File: config.mk
export PLATFORM = sky130hd
export DESIGN_NAME = shg_ctrl
export DESIGN_NICKNAME = d
export VERILOG_FILES = /design/src/sv/shg_pkg.sv /design/src/sv/shg_ctrl.sv
export SDC_FILE = /design/constraint.sdc
export NUM_CORES = 1
export LEC_CHECK = 0
export ABC_AREA = 1
export BUFFER_PORTS_ARGS = -buffer_cell sky130_fd_sc_hd__buf_2
export CAP_MARGIN = 5
export CORE_AREA = 2 2 39 41
export CTS_BUF_LIST = sky130_fd_sc_hd__clkbuf_8
export DETAILED_ROUTE_END_ITERATION = 10
export DIE_AREA = 0 0 41 43
export SLEW_MARGIN = 25
export SYNTH_ARGS = -nofsm -noshare
export SYNTH_HDL_FRONTEND = slang
export SYNTH_SLANG_ARGS = --single-unit
File: constraint.sdc
create_clock -name clk -period 1.34 [get_ports clk]
set_clock_uncertainty 0.15 [all_clocks]
set_input_delay 0.067 -clock clk [delete_from_list [all_inputs] [get_ports clk]]
set_output_delay 0.067 -clock clk [all_outputs]
set_load 0.02 [all_outputs]
File: src/sv/shg_pkg.sv
// shared types, constants and helper functions for the spatial hash grid core
// no dependencies
package shg_pkg;

	localparam int POOL_DEPTH    = 1024;
	localparam int CELL_DEPTH    = 5460;
	localparam int TOP_LEVEL     = 5;
	localparam int FRACTION_BITS = 8;
	localparam int GRID_LOG      = 6;

	localparam logic [1:0] CMD_INSERT = 2'd0;
	localparam logic [1:0] CMD_MOVE   = 2'd1;
	localparam logic [1:0] CMD_RESIZE = 2'd2;
	localparam logic [1:0] CMD_REMOVE = 2'd3;

	localparam logic [1:0] STS_OK      = 2'd0;
	localparam logic [1:0] STS_FULL    = 2'd1;
	localparam logic [1:0] STS_INVALID = 2'd2;

	localparam logic [3:0] S_CLEAR  = 4'd0;
	localparam logic [3:0] S_IDLE   = 4'd1;
	localparam logic [3:0] S_LOAD   = 4'd2;
	localparam logic [3:0] S_CHECK  = 4'd3;
	localparam logic [3:0] S_CALC   = 4'd4;
	localparam logic [3:0] S_DECIDE = 4'd5;
	localparam logic [3:0] S_OUT_A  = 4'd6;
	localparam logic [3:0] S_OUT_B  = 4'd7;
	localparam logic [3:0] S_HREAD  = 4'd8;
	localparam logic [3:0] S_IN_A   = 4'd9;
	localparam logic [3:0] S_IN_B   = 4'd10;
	localparam logic [3:0] S_FREE   = 4'd11;
	localparam logic [3:0] S_RESP   = 4'd12;

	typedef struct packed {
		logic [1:0]         command;
		logic [9:0]         entity;
		logic signed [23:0] pos_x;
		logic signed [23:0] pos_y;
		logic [22:0]        radius;
		logic [31:0]        user_ref;
	} cmd_t;

	typedef struct packed {
		logic [1:0]  status;
		logic [9:0]  entity_index;
		logic [2:0]  grid_level;
		logic [11:0] cell_index;
		logic [5:0]  occupied_levels;
	} rsp_t;

	typedef struct packed {
		logic       valid;
		logic [2:0] level;
		logic [11:0] slot;
	} place_t;

	typedef struct packed {
		logic [3:0] step;
		logic       load;
	} ctl_t;

	typedef struct packed {
		logic       clr_done;
		logic [1:0] op;
		logic       chk_err;
		logic       relink;
		logic       rsp_free;
	} sts_t;

	function automatic logic [12:0] level_base(input logic [2:0] lvl);
		logic [12:0] b;
		case (lvl)
			3'd0: b = 13'd0;
			3'd1: b = 13'd4096;
			3'd2: b = 13'd5120;
			3'd3: b = 13'd5376;
			3'd4: b = 13'd5440;
			3'd5: b = 13'd5456;
			default: b = 13'd0;
		endcase
		return b;
	endfunction

	function automatic logic [5:0] fold_axis(input logic [23:0] raw, input logic [4:0] sh,
			input logic [2:0] slog);
		logic [23:0] mag;
		logic [23:0] c;
		logic [6:0]  side;
		logic [5:0]  m;
		logic [5:0]  low;
		mag  = raw[23] ? (24'd0 - raw) : raw;
		c    = mag >> sh;
		side = 7'd1 << slog;
		m    = 6'(side - 7'd1);
		low  = c[5:0] & m;
		if (|(c[6:0] & side))
			return m - low;
		return low;
	endfunction

	function automatic logic [11:0] cell_of(input logic [23:0] x, input logic [23:0] y,
			input logic [2:0] lvl, input logic [3:0] bcl);
		logic [4:0] sh;
		logic [2:0] slog;
		logic [5:0] cx;
		logic [5:0] cy;
		sh   = 5'(FRACTION_BITS) + 5'(bcl) + 5'(lvl);
		slog = 3'(GRID_LOG) - lvl;
		cx   = fold_axis(x, sh, slog);
		cy   = fold_axis(y, sh, slog);
		return 12'(cx) | (12'(cy) << slog);
	endfunction

	function automatic logic [2:0] choose_level(input logic [22:0] rad, input logic [3:0] bcl);
		logic [15:0] rounded;
		logic [4:0]  msb;
		logic [4:0]  lvl;
		rounded = rad[22:7];
		msb = 5'd0;
		if (17'(rounded) < (17'd1 << bcl))
			return 3'd0;
		for (int i = 0; i < 16; i++)
			if (rounded[i])
				msb = 5'(i);
		lvl = msb - 5'(bcl) + 5'd1;
		if (lvl > 5'(TOP_LEVEL))
			return 3'(TOP_LEVEL);
		return lvl[2:0];
	endfunction

endpackage

File: src/sv/shg_ctrl.sv
// command sequencer for the spatial hash grid core
// depends on shg_pkg
module shg_ctrl (
	input  logic          clk,
	input  logic          arst_n,
	input  logic          cmd_valid,
	input  shg_pkg::sts_t sts,
	output shg_pkg::ctl_t ctl
);
	import shg_pkg::*;

	logic [3:0] state_q;
	logic [3:0] state_d;

	always_comb begin
		state_d = state_q;
		case (state_q)
			S_CLEAR:  if (sts.clr_done) state_d = S_IDLE;
			S_IDLE:   if (cmd_valid) state_d = S_LOAD;
			S_LOAD:   state_d = S_CHECK;
			S_CHECK:  state_d = sts.chk_err ? S_RESP : S_CALC;
			S_CALC:   state_d = S_DECIDE;
			S_DECIDE: begin
				if (sts.op == CMD_INSERT)
					state_d = S_HREAD;
				else if (sts.op == CMD_REMOVE || sts.relink)
					state_d = S_OUT_A;
				else
					state_d = S_RESP;
			end
			S_OUT_A:  state_d = S_OUT_B;
			S_OUT_B:  state_d = (sts.op == CMD_REMOVE) ? S_FREE : S_HREAD;
			S_HREAD:  state_d = S_IN_A;
			S_IN_A:   state_d = S_IN_B;
			S_IN_B:   state_d = S_RESP;
			S_FREE:   state_d = S_RESP;
			S_RESP:   if (sts.rsp_free) state_d = S_IDLE;
			default:  state_d = S_CLEAR;
		endcase
	end

	always_ff @(posedge clk or negedge arst_n) begin
		if (!arst_n)
			state_q <= S_CLEAR;
		else
			state_q <= state_d;
	end

	assign ctl.step = state_q;
	assign ctl.load = (state_q == S_IDLE) && cmd_valid;

	a_clear_exit: assert property (@(posedge clk) disable iff (!arst_n)
		(state_q == S_CLEAR && !sts.clr_done) |=> state_q == S_CLEAR)
		else $error("clear pass left early");
	a_err_resp: assert property (@(posedge clk) disable iff (!arst_n)
		(state_q == S_CHECK && sts.chk_err) |=> state_q == S_RESP)
		else $error("failed command not answered");
	a_free_remove: assert property (@(posedge clk) disable iff (!arst_n)
		state_q == S_FREE |-> sts.op == CMD_REMOVE)
		else $error("free step outside remove");

endmodule

==> results of run 1 <==
-- metrics by stage --
step / hold slack, ns / worst slack, ns / setup TNS, ns / utilization [%] / cells
3_5_place_dp: -0.274 / 0.0722 / 0 / 30.7 / 85
3_3_place_gp: -0.276 / 0.0732 / 0 / 30.7 / 85
6_report: 0.0463 / 0.0380 / 0 / 37.0 / 92
4_1_cts: 0.0340 / 0.00878 / 0 / 36.4 / 92
5_1_grt: 0.0459 / -0.0137 / -0.0137 / 37.0 / 92
2_1_floorplan: -0.379 / 0.110 / 0 / - / 56
-- how the worst min path moves through the flow --
| stage | startpoint | endpoint | slack (ns) | cells after the start |
|---|---|---|---|---|
| final | arst_n | state_q[3]$_DFFE_PN0P_ | 0.05 | 2 |
| after CTS | arst_n | state_q[0]$_DFFE_PN0P_ | 0.03 | 2 |
| after global routing | arst_n | state_q[3]$_DFFE_PN0P_ | 0.05 | 2 |
| after floorplan | arst_n | state_q[0]$_DFFE_PN0P_ | -0.38 | 0 |
| after detailed placement | arst_n | state_q[1]$_DFFE_PN0P_ | -0.27 | 1 |
| after global placement | arst_n | state_q[1]$_DFFE_PN0P_ | -0.28 | 1 |
-- worst max-delay path: cells and delay by family, from the launching register on --
family,cells,cell delay [ns]
simple gates,2,0.20
buf+inv,2,0.25
flops,1,0.42
-- logic make-up (layout without fill, tap and decap cells) --
family                 Yosys count  in the layout  share of synthesized area (%)
AND/OR/NAND/NOR                 38             38                           51.3
flip-flops                       4              4                           30.0
AO/OA/AOI/OAI                    5              5                           8.61
buffers and inverters            9             29                           10.1
-- Yosys cell counts --
master / n
o21ai_0: 3
dfrtp_1: 4
inv_2: 4
or2_2: 1
inv_1: 5
a21oi_2: 1
nand2_1: 19
a21oi_1: 1
nor3_1: 1
nor2_1: 7
nand4_1: 1
nand3_2: 1
nand3_1: 7
nor2_4: 1
-- per-layer routing --
metal  wire length, µm  vias up  share of wire [%]
met5                 0        -                  0
met1               404      182                 42
met2               440       23                 45
li1                  -      217                  -
met4                45        0                4.6
met3                81        5                8.3
-- timing repair --
action                                  in CTS  in global routing
endpoints found under the hold margin        4                  0
hold buffers                                 1                  0
buffers inserted                             3                  0
gates resized for setup                      5                  2
endpoints found under the setup margin       1                  2
pin swaps                                    0                  0
-- power groups by stage --
| stage | registers (W) | logic [W] | clock network [W] |
|---|---|---|---|
| 5_1_grt | 0.000309 | 0.000791 | 0.000284 |
| 3_5_place_dp | 0.000304 | 0.000575 | 0 |
| 3_3_place_gp | 0.000305 | 0.000580 | 0 |
| 6_report | 0.000295 | 0.000694 | 0.000268 |
| 4_1_cts | 0.000284 | 0.000676 | 0.000261 |
| 2_1_floorplan | 0.000349 | 0.000362 | 0 |
-- area by class of cell --
class                      instances  area, µm²  share of cell area, %
clock buffer                       3       41.3                   8.07
inverter                           9       33.8                   6.60
multi-input combinational         43        213                   41.6
sequential                         4        104                   20.3
tap                               16       20.0                   3.91
timing repair buffer              17        100                   19.6
==> flow_summary.json, run 1 <==
{
  "drive_gt1_share_pct": 44.7,
  "io_pins": 14,
  "grt_util_met3_pct": 3.14,
  "grtUsageMet2_pct": 19.4,
  "r2r_setup_slack_ns": 0.09,
  "ctsRootBufferMaster": "clkbuf_8",
  "seq_area_frac_synth_pct": 30.0,
  "avgSynthCellArea_um2": 5.97,
  "start_kind": "flip-flop",
  "fp.dieArea_mm2": 0.00176,
  "grt_max_degree": 9,
  "power_frac_seq_pct": 23.5,
  "grt_pass1_vias": 343,
  "grt_first_pass_wirelength_mm": 1.47,
  "ys_types": 14,
  "cts_tree": "built",
  "cp_slowest_cell": "dfrtp_2",
  "p_sw_w": 0.000604,
  "p_total_w": 0.00126,
  "first_pass_iters": 4,
  "viasPerCell": 4.64,
  "switching_share_pct": 48.1,
  "pwr-share-comb_pct": 55.2,
  "synthTopCellsByArea": "dfrtp_1 (30%), nand2_1 (21%), nand3_1 (10%), nor2_1 (7.9%), inv_1 (5.6%)",
  "grtUsageTotal_pct": 14.0,
  "drtIter0Drc": 4,
  "gp_congestion": 0.760,
  "synth_top_area_cell": "dfrtp_1",
  "fin_nets": 87,
  "rr_endpoint": "state_q[0]$_DFFE_PN0P_",
  "rsz0062_at_grt": "yes",
  "slowest_delay_ns": 0.42,
  "detail-route-antenna-nets": 0,
  "slew_viol_final": 0,
  "worst_slew_pin_slew_ns": 0.256,
  "hold_class": "primary input to async pin",
  "path_class": "flip-flop to output port",
  "stdcell_area_um2": 512,
  "fin_crit_ns": 1.30,
  "syn_area_um2": 334,
  "layout_commonest_cell": "nand2_1",
  "htreeDepth": 1,
  "p_int_w": 0.000652,
  "synth_seq_cells": 4,
  "synth_nets": 65,
  "max_slew_margin_pct": 82.9,
  "num_vias": 427,
  "cts_buffer_depth": 2,
  "grtUsageMet1_pct": 15.1,
  "regMostFlops": "state_q",
  "rows": 14,
  "start_util_pct": 24.1,
  "critPathCaptureType": "output port",
  "mostFrequentLayoutCells": "nand2_1 (19), buf_2 (12), nand3_1 (6), nor2_1 (6), inv_2 (5)",
  "crit_fanout": 4,
  "yosysTopAreaCellShare_pct": 30.0,
  "clock-sinks": 4,
  "finalCritPeriodShare_pct": 97.2,
  "maxCapViolations": 0,
  "r2r_cells": 5,
  "setup_viol": 0,
  "wl_per_cell_um": 10.6,
  "die_w_um": 41,
  "dieHeight_um": 43,
  "cts_buffers": 3,
  "drc": 0,
  "cp.required_ns": 1.12,
  "crit_start": "state_q[2]$_DFFE_PN0P_",
  "endpoint": "ctl[0]",
  "io_buffer_count": 13,
  "largest_reg_flops": 4,
  "clockPowerShare_pct": 21.3,
  "hpwl_um": 639,
  "area_growth_pct": 53.2,
  "top_regs": "state_q x4",
  "status": "finished clean",
  "hold_viol_final": 0,
  "clock.fmax_ghz": 0.768,
  "nFillCells": 150,
  "synth_cells": 56,
  "crit_chain": "inv_2 -> nand3_2 -> nor3_2 -> buf_4",
  "timing.rr.start": "state_q[1]$_DFFE_PN0P_",
  "clock_latency_ns": 0.22,
  "antenna_found_initial": 0,
  "vdd_ir_drop_max_v": 0.000781,
  "path_clk_slew_ns": 0.04,
  "arrival_ns": 1.09,
  "grt_busiest_layer": "met2",
  "grt_overflow": 0,
  "power_density_mw_per_mm2": 2450,
  "yosys_warnings": 0,
  "n_antenna_cell": 0,
  "power.leakage_nw": 0.282,
  "routed_wl_um": 971,
  "design.core.area_mm2": 0.00138,
  "placed_cell_area_um2": 424
}
No activity file was read; power rests on OpenSTA's default activity.
==> run 2: changes to the inputs <==
- clock period: 1.34 -> 1.15 ns (I/O delays scaled with it)
==> flow_summary.json, run 2 (synthesis gave the netlist of run 1 again) <==
{
  "fin_nets": 94,
  "hold_viol_final": 0,
  "clock_latency_ns": 0.22,
  "vdd_ir_drop_max_v": 0.00101,
  "area_growth_pct": 79.4,
  "first_pass_iters": 2,
  "wl_per_cell_um": 9.29,
  "rsz0062_at_grt": "yes",
  "cts_tree": "built",
  "largest_reg_flops": 4,
  "dieHeight_um": 43,
  "cts_buffer_depth": 2,
  "multi_input_area_um2": 240,
  "r2r_cells": 7,
  "top_regs": "state_q x4",
  "crit_fanout": 5,
  "critPathCaptureType": "flip-flop",
  "rr_endpoint": "state_q[1]$_DFFE_PN0P_",
  "start_kind": "flip-flop",
  "dp_cells": 87,
  "detail-route-antenna-nets": 0,
  "power_density_mw_per_mm2": 2870,
  "routed_wl_um": 920,
  "violations": "negative setup slack",
  "post-route-util_pct": 43.3,
  "final_cells": 99,
  "fp.dieArea_mm2": 0.00176,
  "path_class": "flip-flop to flip-flop",
  "max_slew_margin_pct": 84.6,
  "critPathBufInv": 1,
  "nFillCells": 147,
  "cp_top_family": "flip-flops",
  "setup_viol": 6,
  "cp_slowest_cell": "dfrtp_2",
  "regArea_um2": 105,
  "htreeDepth": 1,
  "grt_first_pass_wirelength_mm": 1.39,
  "arrival_ns": 1.23,
  "hold_class": "primary input to async pin",
  "n_antenna_cell": 0,
  "grt_pass1_vias": 354,
  "crit_chain": "buf_4 -> nor2_4 -> nand2_1 -> nand2_2 -> nand2_1 -> nand2_1 -> a21oi_2",
  "num_vias": 437,
  "gp_congestion": 0.725,
  "status": "finished with violations",
  "critPathMostFrequentCell": "nand2_1",
  "start_util_pct": 24.1,
  "cp.required_ns": 1.10,
  "antenna_found_initial": 0,
  "fin_hold_ws_ns": 0.0216,
  "grt_max_degree": 9,
  "grt_overflow": 0,
  "path_clk_slew_ns": 0.03,
  "rows": 14,
  "fin_setup_tns_ns": -0.461,
  "die_w_um": 41,
  "drc": 0,
  "r2r_setup_slack_ns": -0.13,
  "io_pins": 14,
  "clock-sinks": 4,
  "slew_viol_final": 0,
  "maxCapViolations": 0,
  "mostFrequentLayoutCells": "nand2_1 (17), buf_2 (12), buf_4 (10), nor2_1 (5)",
  "grtUsageTotal_pct": 13.1,
  "slowest_delay_ns": 0.41,
  "hpwl_um": 641,
  "worst_slew_pin_slew_ns": 0.230,
  "design.core.area_mm2": 0.00138,
  "io_buffer_count": 13,
  "drive_gt1_share_pct": 56.6,
  "viasPerCell": 4.41,
  "cts_buffers": 3,
  "layout_commonest_cell": "nand2_1",
  "placed_cell_area_um2": 447,
  "stdcell_area_um2": 599,
  "timing.rr.start": "state_q[3]$_DFFE_PN0P_",
  "fin_crit_ns": 1.28,
  "ctsRootBufferMaster": "clkbuf_8",
  "regMostFlops": "state_q",
  "drtIter0Drc": 3,
  "clock.fmax_ghz": 0.782,
  "finalCritPeriodShare_pct": 111,
  "worst_slack_ns": -0.129,
  "power.leakage_nw": 0.317
}
[run 2: changes by cell type in the layout (fill, tap and decap cells not counted), moves of 2 or more]
cell and delta:
nand2_2 +2, buf_4 +6, nand3_1 -2, nor2_4 +2
nand3_2 +2, nand2_1 -2, o21ai_1 +2, o21ai_0 -2
[run 2: worst max-delay path by stage]
stage	from	depth (start not counted)	slack, ns	to
after floorplan	state_q[2]$_DFFE_PN0P_	3	-0.006	ctl[0]
after global placement	state_q[3]$_DFFE_PN0P_	4	-0.05	state_q[2]$_DFFE_PN0P_
after detailed placement	state_q[3]$_DFFE_PN0P_	4	-0.04	state_q[2]$_DFFE_PN0P_
after CTS	state_q[3]$_DFFE_PN0P_	3	-0.12	ctl[0]
after global routing	state_q[1]$_DFFE_PN0P_	5	-0.22	state_q[0]$_DFFE_PN0P_
final	state_q[3]$_DFFE_PN0P_	7	-0.13	state_q[1]$_DFFE_PN0P_
[run 2: metal layers]
layer  up-vias  routed length, µm  global-route usage [%]
met3         5                 61                    4.71
met5         -                  0                       0
li1        232                  -                       -
met4         0                 53                    16.0
met2        16                419                    17.2
met1       184                386                    13.6
[run 2: power breakdown]
group | internal [W] | switching [W] | total, W
sequential | 0.000229 | 0.0000953 | 0.000324
clock | 0.000223 | 0.0000760 | 0.000299
combinational | 0.000484 | 0.000613 | 0.00110
[run 2: worst register-to-register path: stages (launching register included)]
cell	delay, ns
dfrtp_2	0.41
buf_4	0.17
nor2_4	0.11
nand2_1	0.06
nand2_2	0.07
nand2_1	0.07
nand2_1	0.09
a21oi_2	0.04
[run 2: timing repair]
item	4_1_cts	5_1_grt
endpoints found under the hold margin	4	0
resized for setup	5	8
hold buffers	1	0
pin swaps	0	1
endpoints found under the setup margin	4	7
setup buffers	5	3
[run 2: final cells by class]
| type | count | area share (%) |
|---|---|---|
| Multi-Input combinational cell | 43 | 40.1 |
| Timing Repair Buffer | 24 | 26.1 |
| Sequential cell | 4 | 17.5 |
| Clock buffer | 3 | 6.89 |
| Inverter | 9 | 6.05 |
| Tap cell | 16 | 3.34 |
[run 2: metrics by stage]
stage | worst slack [ns] | total power [W]
after floorplan | -0.00617 | 0.000861
after global placement | -0.0538 | 0.00110
after detailed placement | -0.0429 | 0.00110
after CTS | -0.124 | 0.00157
after global routing | -0.215 | 0.00187
final | -0.129 | 0.00172
